`src/sv/akdh_pkg.sv`:
```
// Constants shared by the key depth hysteresis unit.
package akdh_pkg;

  localparam int DEF_ROWS        = 4;
  localparam int DEF_COLS        = 7;
  localparam int DEF_SAMPLE_BITS = 10;

  localparam int ROW_W     = 2;
  localparam int COL_W     = 3;
  localparam int DEPTH_W   = 8;
  localparam int CFG_W     = 8;
  localparam int CFG_IDX_W = 1;

  localparam logic [DEPTH_W-1:0] DEPTH_MAX   = 8'hFF;
  localparam logic [CFG_W-1:0]   PRESS_RST   = 8'd128;
  localparam logic [CFG_W-1:0]   RELEASE_RST = 8'd64;

  localparam logic [CFG_IDX_W-1:0] REG_PRESS   = 1'd0;
  localparam logic [CFG_IDX_W-1:0] REG_RELEASE = 1'd1;

  localparam logic KIND_SAMPLE = 1'b0;
  localparam logic KIND_CAL    = 1'b1;

endpackage

```
`src/sv/analog_key_depth_hysteresis_unit.sv`:
```
// Calibrated key depth with press/release hysteresis for a key matrix.
//
// A calibration word stores the fully pressed and fully released converter
// levels of one key; it gives no result. A sample word is
// clamped to its key's range, scaled to depth 255*(v-lo)/(hi-lo) (0 when
// hi <= lo), and updates the key's pressed flag: a released key presses when
// depth > press_threshold, a pressed key releases when depth < release_threshold.
// A sample passes from acceptance to the result register in steps: the memory
// is read at the accept edge, then come clamp and scale, eight steps of the
// restoring divider (one quotient bit per cycle) and write-back; the next word
// is taken in the cycle after write-back, and a result that is not taken holds
// the unit in write-back. A word whose row or
// column lies outside the matrix is dropped in its accept cycle. Levels and
// pressed flags live in one single-port memory of ROWS*COLS entries; pressed
// flags read as released until a key's entry is first written. Sampling a key
// that was never calibrated gives an unspecified depth. Threshold registers
// may be written only while the unit is idle.
module analog_key_depth_hysteresis_unit #(
  parameter int ROWS        = akdh_pkg::DEF_ROWS,
  parameter int COLS        = akdh_pkg::DEF_COLS,
  parameter int SAMPLE_BITS = akdh_pkg::DEF_SAMPLE_BITS
) (
  input  logic                           clk,
  input  logic                           rst_n,
  input  logic                           cfg_we,
  input  logic [akdh_pkg::CFG_IDX_W-1:0] cfg_index,
  input  logic [akdh_pkg::CFG_W-1:0]     cfg_data,
  input  logic                           in_valid,
  output logic                           in_ready,
  input  logic                           in_kind,
  input  logic [akdh_pkg::ROW_W-1:0]     in_key_row,
  input  logic [akdh_pkg::COL_W-1:0]     in_key_col,
  input  logic [SAMPLE_BITS-1:0]         in_sample,
  input  logic [SAMPLE_BITS-1:0]         in_cal_high,
  input  logic [SAMPLE_BITS-1:0]         in_cal_low,
  output logic                           out_valid,
  input  logic                           out_ready,
  output logic [akdh_pkg::ROW_W-1:0]     out_row,
  output logic [akdh_pkg::COL_W-1:0]     out_col,
  output logic [akdh_pkg::DEPTH_W-1:0]   out_depth,
  output logic                           out_pressed
);
  import akdh_pkg::*;

  localparam int SB    = SAMPLE_BITS;
  localparam int NKEYS = ROWS * COLS;
  localparam int KEY_W = (NKEYS > 1) ? $clog2(NKEYS) : 1;
  localparam int ENT_W = 2 * SB + 1;
  localparam int NUM_W = SB + DEPTH_W;
  localparam int CNT_W = $clog2(DEPTH_W);

  localparam logic [4:0] ROWS_L = 5'(ROWS);
  localparam logic [4:0] COLS_L = 5'(COLS);

  localparam logic [2:0] ST_IDLE = 3'd0;
  localparam logic [2:0] ST_LOAD = 3'd1;
  localparam logic [2:0] ST_DIV  = 3'd2;
  localparam logic [2:0] ST_DONE = 3'd3;

  logic [2:0]             state_r, state_nxt;
  logic [CFG_W-1:0]       press_r, release_r;
  logic                   kind_r;
  logic [KEY_W-1:0]       key_r;
  logic [ROW_W-1:0]       row_r;
  logic [COL_W-1:0]       col_r;
  logic [SB-1:0]          sample_r, cal_hi_r, cal_lo_r;
  logic [SB-1:0]          den_r, rem_r;
  logic [DEPTH_W-1:0]     quo_r;
  logic [CNT_W-1:0]       cnt_r;
  logic                   empty_r;
  logic [NKEYS-1:0]       vld_r;
  logic [ENT_W-1:0]       mem [NKEYS];
  logic [ENT_W-1:0]       rdata_r;
  logic                   out_valid_r, out_pressed_r;
  logic [ROW_W-1:0]       out_row_r;
  logic [COL_W-1:0]       out_col_r;
  logic [DEPTH_W-1:0]     out_depth_r;

  logic                   in_acc, in_range;
  logic [KEY_W-1:0]       in_key;
  logic [SB-1:0]          rd_hi, rd_lo, v_clamp, span_x;
  logic                   rd_empty, pflag_cur, pflag_new, done_go;
  logic [NUM_W-1:0]       num;
  logic [SB:0]            trial, diff;
  logic                   ge;
  logic [DEPTH_W-1:0]     depth_fin;
  logic                   mem_we;
  logic [ENT_W-1:0]       mem_wdata;

  assign in_ready = (state_r == ST_IDLE);
  assign in_acc   = in_valid && in_ready;
  assign in_range = ({3'b000, in_key_row} < ROWS_L) && ({2'b00, in_key_col} < COLS_L);
  assign in_key   = KEY_W'(KEY_W'(in_key_row) * KEY_W'(COLS) + KEY_W'(in_key_col));

  assign rd_hi     = rdata_r[2*SB-1:SB];
  assign rd_lo     = rdata_r[SB-1:0];
  assign rd_empty  = (rd_hi <= rd_lo);
  assign pflag_cur = vld_r[key_r] && rdata_r[2*SB];

  always_comb begin
    if (sample_r > rd_hi) begin
      v_clamp = rd_hi;
    end else if (sample_r < rd_lo) begin
      v_clamp = rd_lo;
    end else begin
      v_clamp = sample_r;
    end
  end

  assign span_x = v_clamp - rd_lo;
  assign num    = {span_x, {DEPTH_W{1'b0}}} - {{DEPTH_W{1'b0}}, span_x};

  assign trial = {rem_r, quo_r[DEPTH_W-1]};
  assign ge    = (trial >= {1'b0, den_r});
  assign diff  = trial - {1'b0, den_r};

  assign depth_fin = empty_r ? '0 : quo_r;

  always_comb begin
    pflag_new = pflag_cur;
    if (!pflag_cur && (depth_fin > press_r)) begin
      pflag_new = 1'b1;
    end else if (pflag_cur && (depth_fin < release_r)) begin
      pflag_new = 1'b0;
    end
  end

  assign done_go = (state_r == ST_DONE) && (!out_valid_r || out_ready);
  assign mem_we  = ((state_r == ST_LOAD) && (kind_r == KIND_CAL)) || done_go;

  always_comb begin
    if (kind_r == KIND_CAL) begin
      mem_wdata = {pflag_cur, cal_hi_r, cal_lo_r};
    end else begin
      mem_wdata = {pflag_new, rd_hi, rd_lo};
    end
  end

  always_comb begin
    state_nxt = state_r;
    case (state_r)
      ST_IDLE: begin
        if (in_acc && in_range) begin
          state_nxt = ST_LOAD;
        end
      end
      ST_LOAD: begin
        state_nxt = (kind_r == KIND_CAL) ? ST_IDLE : ST_DIV;
      end
      ST_DIV: begin
        if (cnt_r == CNT_W'(DEPTH_W - 1)) begin
          state_nxt = ST_DONE;
        end
      end
      ST_DONE: begin
        if (done_go) begin
          state_nxt = ST_IDLE;
        end
      end
      default: begin
        state_nxt = ST_IDLE;
      end
    endcase
  end

  always_ff @(posedge clk) begin
    if (!rst_n) begin
      state_r     <= ST_IDLE;
      press_r     <= PRESS_RST;
      release_r   <= RELEASE_RST;
      vld_r       <= '0;
      out_valid_r <= 1'b0;
    end else begin
      state_r <= state_nxt;
      if (cfg_we) begin
        case (cfg_index)
          REG_PRESS:   press_r   <= cfg_data;
          REG_RELEASE: release_r <= cfg_data;
          default: begin
          end
        endcase
      end
      if (mem_we) begin
        vld_r[key_r] <= 1'b1;
      end
      if (done_go) begin
        out_valid_r <= 1'b1;
      end else if (out_ready) begin
        out_valid_r <= 1'b0;
      end
    end
  end

  always_ff @(posedge clk) begin
    if (mem_we) begin
      mem[key_r] <= mem_wdata;
    end
    if (in_acc && in_range) begin
      rdata_r <= mem[in_key];
    end
  end

  always_ff @(posedge clk) begin
    if (in_acc) begin
      kind_r   <= in_kind;
      key_r    <= in_key;
      row_r    <= in_key_row;
      col_r    <= in_key_col;
      sample_r <= in_sample;
      cal_hi_r <= in_cal_high;
      cal_lo_r <= in_cal_low;
    end
    case (state_r)
      ST_LOAD: begin
        den_r   <= rd_hi - rd_lo;
        rem_r   <= num[NUM_W-1:DEPTH_W];
        quo_r   <= num[DEPTH_W-1:0];
        empty_r <= rd_empty;
        cnt_r   <= '0;
      end
      ST_DIV: begin
        rem_r <= ge ? diff[SB-1:0] : trial[SB-1:0];
        quo_r <= {quo_r[DEPTH_W-2:0], ge};
        cnt_r <= cnt_r + CNT_W'(1);
      end
      default: begin
      end
    endcase
    if (done_go) begin
      out_row_r     <= row_r;
      out_col_r     <= col_r;
      out_depth_r   <= depth_fin;
      out_pressed_r <= pflag_new;
    end
  end

  assign out_valid   = out_valid_r;
  assign out_row     = out_row_r;
  assign out_col     = out_col_r;
  assign out_depth   = out_depth_r;
  assign out_pressed = out_pressed_r;

`ifndef SYNTHESIS
  a_out_from_done: assert property (@(posedge clk) disable iff (!rst_n)
    $rose(out_valid_r) |-> $past(state_r) == ST_DONE)
    else $error("result word raised outside write-back");

  a_div_len: assert property (@(posedge clk) disable iff (!rst_n)
    (state_r == ST_DIV) && (cnt_r == CNT_W'(DEPTH_W - 1)) |=> state_r == ST_DONE)
    else $error("divider did not finish after last quotient bit");

  a_drop_range: assert property (@(posedge clk) disable iff (!rst_n)
    in_acc && !in_range |=> state_r == ST_IDLE)
    else $error("out-of-matrix word was not dropped");

  a_we_state: assert property (@(posedge clk) disable iff (!rst_n)
    mem_we |-> (state_r == ST_LOAD) || (state_r == ST_DONE))
    else $error("memory write outside load or write-back");

  a_empty_zero: assert property (@(posedge clk) disable iff (!rst_n)
    done_go && empty_r |=> out_depth_r == '0)
    else $error("empty calibration range gave nonzero depth");
`endif

endmodule

```
`config.mk`:
```
export PLATFORM = sky130hd
export DESIGN_NAME = analog_key_depth_hysteresis_unit
export DESIGN_NICKNAME = d
export VERILOG_FILES = /design/src/sv/akdh_pkg.sv /design/src/sv/analog_key_depth_hysteresis_unit.sv
export SDC_FILE = /design/constraint.sdc
export NUM_CORES = 1
export LEC_CHECK = 0
export BUFFER_PORTS_ARGS = -buffer_cell sky130_fd_sc_hd__buf_2
export CAP_MARGIN = 0
export CORE_MARGIN = 2
export CORE_UTILIZATION = 30
export CTS_CLUSTER_SIZE = 30
export DETAILED_ROUTE_END_ITERATION = 12
export PLACE_DENSITY = 0.58
export SYNTH_ARGS = -nofsm -noshare
export SYNTH_HDL_FRONTEND = slang
export SYNTH_SLANG_ARGS = --single-unit
```
`constraint.sdc`:
```
create_clock -name clk -period 5.5 [get_ports clk]
set_input_delay 0.825 -clock clk [delete_from_list [all_inputs] [get_ports clk]]
set_output_delay 0.825 -clock clk [all_outputs]
set_load 0.01 [all_outputs]
```
# --- Word level (Yosys, flattened, before mapping) ---
# Memories as Yosys holds them, arrays and structs flattened. A register that Yosys moved wholly into a read port is not among the register bits.
# Index checks and enable logic that the tools add are counted.
# Widths: inputs -> output; s select.
totals:
  ramBits: 588
  in_bits: 50
  wordCells: 88
  register_bits: 135
  mem_count: 1
  out_inout_bits: 16
mem_list:
  columns: ["memory", "words", "width", "rd", "rd_clocked_by_memory_dff", "wr", "line", "text"]
  rows:
  - ["mem", 28, 21, 1, 1, 1, "analog_key_depth_hysteresis_unit.sv:72", "logic [ENT_W-1:0] mem [NKEYS];"]
op_classes:
  eq_ne: 7
  bitwise: 2
  add_sub_neg: 6
  multipliers: 1
  n_reduce_logical: 18
  n_lt_le_gt_ge: 9
  n_mux: 23
ops:
  columns: ["cell", "n"]
  rows:
  - ["$mux 10", 3]
  - ["$sub 10x10->10", 3]
  - ["$or 28x28->28", 1]
  - ["$mux 21", 1]
  - ["$pmux 10 s2", 1]
  - ["$sub 18x10->18", 1]
  - ["$pmux 8 s2", 1]
  - ["$pmux 3 s4", 1]
  - ["$ge 11x10->1", 1]
  - ["$gt 10x10->1", 1]
  - ["$le 10x10->1", 1]
  - ["$lt 10x10->1", 1]
  - ["$mux 3", 3]
  - ["$gt 8x8->1", 1]
  - ["$logic_and 1x1->1", 8]
  - ["$lt 8x8->1", 1]
  - ["$mux 1", 8]
  - ["$mux 8", 1]
  - ["$eq 3x2->1 const B", 2]
  - ["$lt 5x6->1 const B", 1]
  - ["$pmux 3 s2", 1]
  - ["$add 5x3->5", 1]
  - ["$bmux 1 s5", 1]
  - ["$demux 1 s5", 1]
  - ["other kinds (16)", 21]

# --- Logic depth before layout (Yosys ltp) ---
depth:
  depth_word: 7
  ltp_mapped: 25
  mapped_depth_nobuf: 24

# --- Worst setup path before layout ---
# OpenSTA, ideal clock, no wires.
synth_timing:
  path_kind: "reg2reg"
  startpoint: "register sample_r[3]"
  endpoint: "register rem_r[9] (data pin)"
  setup_ps: 170
  path_stages_with_launch: 25
  path_buffers: 2
  synth_period_minus_slack_ps: 5176
  path_slack_ps: 324
  t_required_ps: 5330
  arrival_time_ps: 5006
  path_cell_list: "edfxtp_1 > ha_1 > a21o_1 > a21o_1 > a2111o_1 > and2_4 > buf_6 > clkbuf_1 > nand2_1 > o21ai_0 > ha_1 > a21o_1 > nand2_1 > nand3_1 > a41oi_1 > or3_1 > and2_1 > ha_1 > a21oi_1 > and2_1 > nand3_1 > nor3_1 > nand4_1 > and3_1 > o32ai_2"
synth_via:
  elab_chain_len: 6
  elab_cells_between_ends: 7
  cone_classes: "add/sub (2); order compare (2); mux (3)"
synth_lines:
  columns: ["item", "line", "text"]
  rows:
  - ["from (decl)", "analog_key_depth_hysteresis_unit.sv:66", "logic [SB-1:0] sample_r, cal_hi_r, cal_lo_r;"]
  - ["from (signal assigned)", "analog_key_depth_hysteresis_unit.sv:209", "sample_r <= in_sample;"]
  - ["$lt 10x10->1", "analog_key_depth_hysteresis_unit.sv:103", "end else if (sample_r < rd_lo) begin"]
  - ["$mux 10", "analog_key_depth_hysteresis_unit.sv:103", null]
  - ["$mux 10 *", "analog_key_depth_hysteresis_unit.sv:101", "if (sample_r > rd_hi) begin"]
  - ["$sub 10x10->10 *", "analog_key_depth_hysteresis_unit.sv:110", "assign span_x = v_clamp - rd_lo;"]
  - ["$sub 18x10->18 *", "analog_key_depth_hysteresis_unit.sv:111", "assign num = {span_x, {DEPTH_W{1'b0}}} - {{DEPTH_W{1'b0}}, span_x};"]
  - ["$pmux 10 s2 *", "analog_key_depth_hysteresis_unit.sv:213", "case (state_r)"]
  - ["to (signal assigned)", "analog_key_depth_hysteresis_unit.sv:216", "rem_r <= num[NUM_W-1:DEPTH_W];"]
  - ["to (signal assigned)", "analog_key_depth_hysteresis_unit.sv:222", "rem_r <= ge ? diff[SB-1:0] : trial[SB-1:0];"]
  - ["to (decl)", "analog_key_depth_hysteresis_unit.sv:67", "logic [SB-1:0] den_r, rem_r;"]
# Every way passes the cells marked *; elsewhere a longest branch is shown, timed or not.
# A chain may end at the register's enable or synchronous reset.

# --- Worst setup path after layout ---
layout_timing:
  startpoint: "register rdata_r[13], read port of mem"
  endpoint: "register rem_r[9] (data pin)"
layout_via:
  elab_chain_len: 5
layout_lines:
  columns: ["item", "line", "text"]
  rows:
  - ["from (decl)", "analog_key_depth_hysteresis_unit.sv:73", "logic [ENT_W-1:0] rdata_r;"]
  - ["$gt 10x10->1", "analog_key_depth_hysteresis_unit.sv:101", null]
  - ["$mux 10 *", "analog_key_depth_hysteresis_unit.sv:101", null]
  - ["$sub 10x10->10 *", "analog_key_depth_hysteresis_unit.sv:110", null]
  - ["$sub 18x10->18 *", "analog_key_depth_hysteresis_unit.sv:111", null]
  - ["$pmux 10 s2 *", "analog_key_depth_hysteresis_unit.sv:213", null]
# Marks and branches as above.

==> results_dict.tcl <==
set metrics [dict create \
    stdcell_area_um2 35980 \
    setup_violations 0 \
    holdWs_ns 0.3749 \
    fillers 9518 \
    cts_htree_levels 3 \
    post-dp-hpwl_mm 44.62 \
    syn_area_per_cell_um2 17.70 \
    fp.dieW_um 325.0 \
    cts-root-buf "clkbuf_16" \
    dr.pass1.iters 5 \
    synthXorXnorAreaFrac 0.006477 \
    crit_chain "inv_1, ha_1, a21o_1, a21o_1, a2111o_1, and2_4, nand2_1, o21ai_1, ha_1, nor2b_1, o2111ai_1, nand3_1, a41oi_1, or3_4, and2_1, ha_1, a21oi_2, and2_4, nand3_2, nor3_2, nand4_1, and3_1, o32ai_2" \
    post-place-ws_ns 0.1653 \
    drive_gt1_frac 0.2464 \
    ys_async_sr_fraction 0 \
    wl_mm 72.40 \
    relSlewSlack 0.2247 \
    fin_util 0.3526 \
    min_path_type "primary input to register" \
    antenna_found_initial 0 \
    pwr-share-seq 0.410 \
    path_clk_slew_ns 0.06 \
    max_freq_mhz 192.0 \
    synth_compound_area_frac 0.04927 \
    grt_start_max_net_pins 57 \
    ys_ff_latch 743 \
    worstHoldStart "in_cal_low[1]" \
    critPathMaxFanout 10 \
    synth_top_area_frac 0.6762 \
    core_um2 102000 \
    fin_crit_sh 0.9469 \
    crit_family "simple AND/OR/NAND/NOR gates" \
    hold_viol_final 0 \
    synth_edf_count 696 \
    grt_pass1_wl_mm 108.7 \
    synth_warnings 0 \
    slew_viol_final 0 \
    synth.distinct_cells 57 \
    cpPeakStageDelay_ns 0.44 \
    critical_path_arrival_ns 5.66 \
    grt_use_met2 0.2369 \
    synth_mux_area_frac 0.1410 \
    r2r_end "rem_r[9]" \
    netlist_area_um2 30910 \
    syn_to_final_growth_pct 16.40 \
    hold_path_end "cal_lo_r[1]" \
    r2r-start "rdata_r[13]" \
    rows 117 \
    die_y_um 325.0 \
    cts_buffers 76 \
    first_iter_violations 1292 \
    leakagePower_uw 0.01193 \
    yosysMostFrequentCell "edfxtp_1" \
    via_per_inst 4.856 \
    post_drt_wl_per_cell_um 21.78 \
    worst_path_most_repeated_cell "ha_1" \
    cts_hold_buf 0 \
    fin_ws_ns 0.2922 \
    fin_worst_skew_ns 0.03193 \
    tns_ns 0 \
    ant_nets 0 \
    boundaryPins 66 \
    synthAdderAreaFrac 0.03506 \
    finalNetCount 2027 \
    drc_errors 0 \
    place_area_um2 33470 \
    clkPwrFrac 0.290 \
    min_period_ns 5.208 \
    holdPathStages 1 \
    crit_path_end_kind "register" \
    cts_sinks 743 \
    top_usage_layer "met2" \
    synthSimpleGateAreaFrac 0.04315 \
    startpoint "rdata_r[13]" \
    cp.required_ns 5.95 \
    gp_congestion 0.8342 \
    portBuffers 65 \
    crit_buf_inv 1 \
    r2r_slack_ns 0.29 \
    cts_tree "built" \
    grt.total_usage 0.1367 \
    p_sw_frac 0.3137 \
    syn_inst 1746 \
    drv_cap 0 \
    overflow 0 \
    dr_total_vias 16140 \
    ir_drop_mv 0.2934 \
    grtUsageMet3 0.02268 \
    ys_seq_area_frac 0.7067 \
    netSwitchingPower_uw 5541 \
    insertion_delay_ns 0.63 \
    worstSetupPathType "register to register" \
    synth_top_family_by_area "multiplexers" \
    synth_top_area_cell "edfxtp_1" \
    dieArea_um2 105600 \
    pwr-share-comb 0.300 \
    grt_util_met1 0.1725 \
    cts_max_path_buffers 3 \
    power.density_nw_per_um2 490.9 \
    intPower_uw 12120 \
    start_util 0.3029 \
    synth_common_cells "edfxtp_1 (696), mux4_2 (175), nand2_1 (106), nor2_1 (89), o21ai_0 (78)" \
    grt_pass1_vias 16800 \
    r2r_cells 23 \
    outcome "completed" \
    diodes 0 \
    worst_pin_slew_ns 1.163 \
    crit_path_top_delay_cell "edfxtp_1" \
    synthTopCellsByArea "edfxtp_1 (68%), mux4_2 (13%), ha_1 (3.1%)" \
    crit_path_start_kind "register" \
    synth_flop_cell "edfxtp_1" \
    syn-num-nets 1879 \
]
[layer usage]
metal	vias to the layer above	routed length (µm)
li1	7200	-
met1	8457	30140
met2	367	36920
met3	119	3101
met4	0	2237
met5	-	0
[cell families (layout without fill, tap and decap cells)]
group | count (synthesis) | after routing
XOR/XNOR | 22 | 22
buffers and inverters | 146 | 355
multiplexers | 216 | 216
AND/OR/NAND/NOR | 291 | 292
flip-flops | 743 | 743
AO/OA/AOI/OAI | 245 | 245
adder cells (fa/ha/maj) | 83 | 83
[cell usage in the layout (no fill, tap or decap), types with 7 or more instances in the layout]
master	Yosys	final
nand2_1	106	106
mux4_2	175	175
dfxtp_1	47	47
nor2b_1	19	19
nor2_2	0	28
a211oi_1	8	7
a21boi_0	23	23
o21a_1	35	35
inv_1	73	71
a21o_1	8	8
clkinv_1	0	16
nand2b_1	9	9
buf_2	10	65
mux2i_1	36	36
nand3_1	15	14
buf_12	0	8
xor2_1	9	8
edfxtp_1	696	696
nand3b_1	10	10
o21ai_1	1	23
bufinv_16	0	7
and2_1	8	7
nor2_1	89	61
clkbuf_1	50	18
ha_1	77	74
buf_4	0	69
clkinv_2	0	9
a21oi_1	60	58
nand4_1	11	11
xnor2_1	12	12
o21ai_0	78	56
clkbuf_16	0	79
[power groups by stage]
stage | Clock [µW] | Combinational, µW | Sequential (µW)
final | 5120 | 5300 | 7240
after global routing | 5470 | 5840 | 7270
after CTS | 5250 | 5270 | 7240
after detailed placement | 0 | 5240 | 7360
after global placement | 0 | 5140 | 7340
after floorplan | 0 | 3560 | 7310
[worst max path at each step]
stage                to  depth (start not counted)  slack [ns]
2_1_floorplan  rem_r[9]                         24        0.32
3_3_place_gp   rem_r[9]                         23        0.22
3_5_place_dp   rem_r[9]                         22        0.17
4_1_cts        rem_r[9]                         22        0.14
5_1_grt        rem_r[9]                         24       -0.07
6_report       rem_r[9]                         23        0.29
[what timing repair did]
item | 4_1_cts | 5_1_grt
setup buffers | 0 | 2
endpoints found under the setup margin | 0 | 6
endpoints found under the hold margin | 0 | 0
resized for setup | 0 | 9
[area by class of cell]
cell class | instances | area (µm²) | share of cell area
clock inverters | 43 | 420.4 | 0.01169
flip-flops and latches | 743 | 21840 | 0.6071
well taps | 1368 | 1712 | 0.04758
multi-input cells | 858 | 8682 | 0.2413
clock buffers | 97 | 2044 | 0.05683
inverters | 73 | 274.0 | 0.007616
repair buffers | 142 | 1003 | 0.02789
[state kept, by name, summed over array words and instances, names as in the netlist, 3 cells and up]
register and count:
release_r 8, cnt_r 3, sample_r 10, den_r 10
out_col 3, rem_r 10, col_r 3, vld_r 28
press_r 8, out_depth 8, quo_r 8, cal_lo_r 10
cal_hi_r 10, rdata_r 21, mem 588, key_r 5
[stage by stage]
| step | instances | total power (µW) |
|---|---|---|
| floorplan | 1746 | 10870 |
| global placement | 3181 | 12470 |
| detailed placement | 3181 | 12590 |
| CTS | 3321 | 17760 |
| global route | 3324 | 18580 |
| finish | 3324 | 17660 |
No activity file was read; power rests on OpenSTA's default activity.
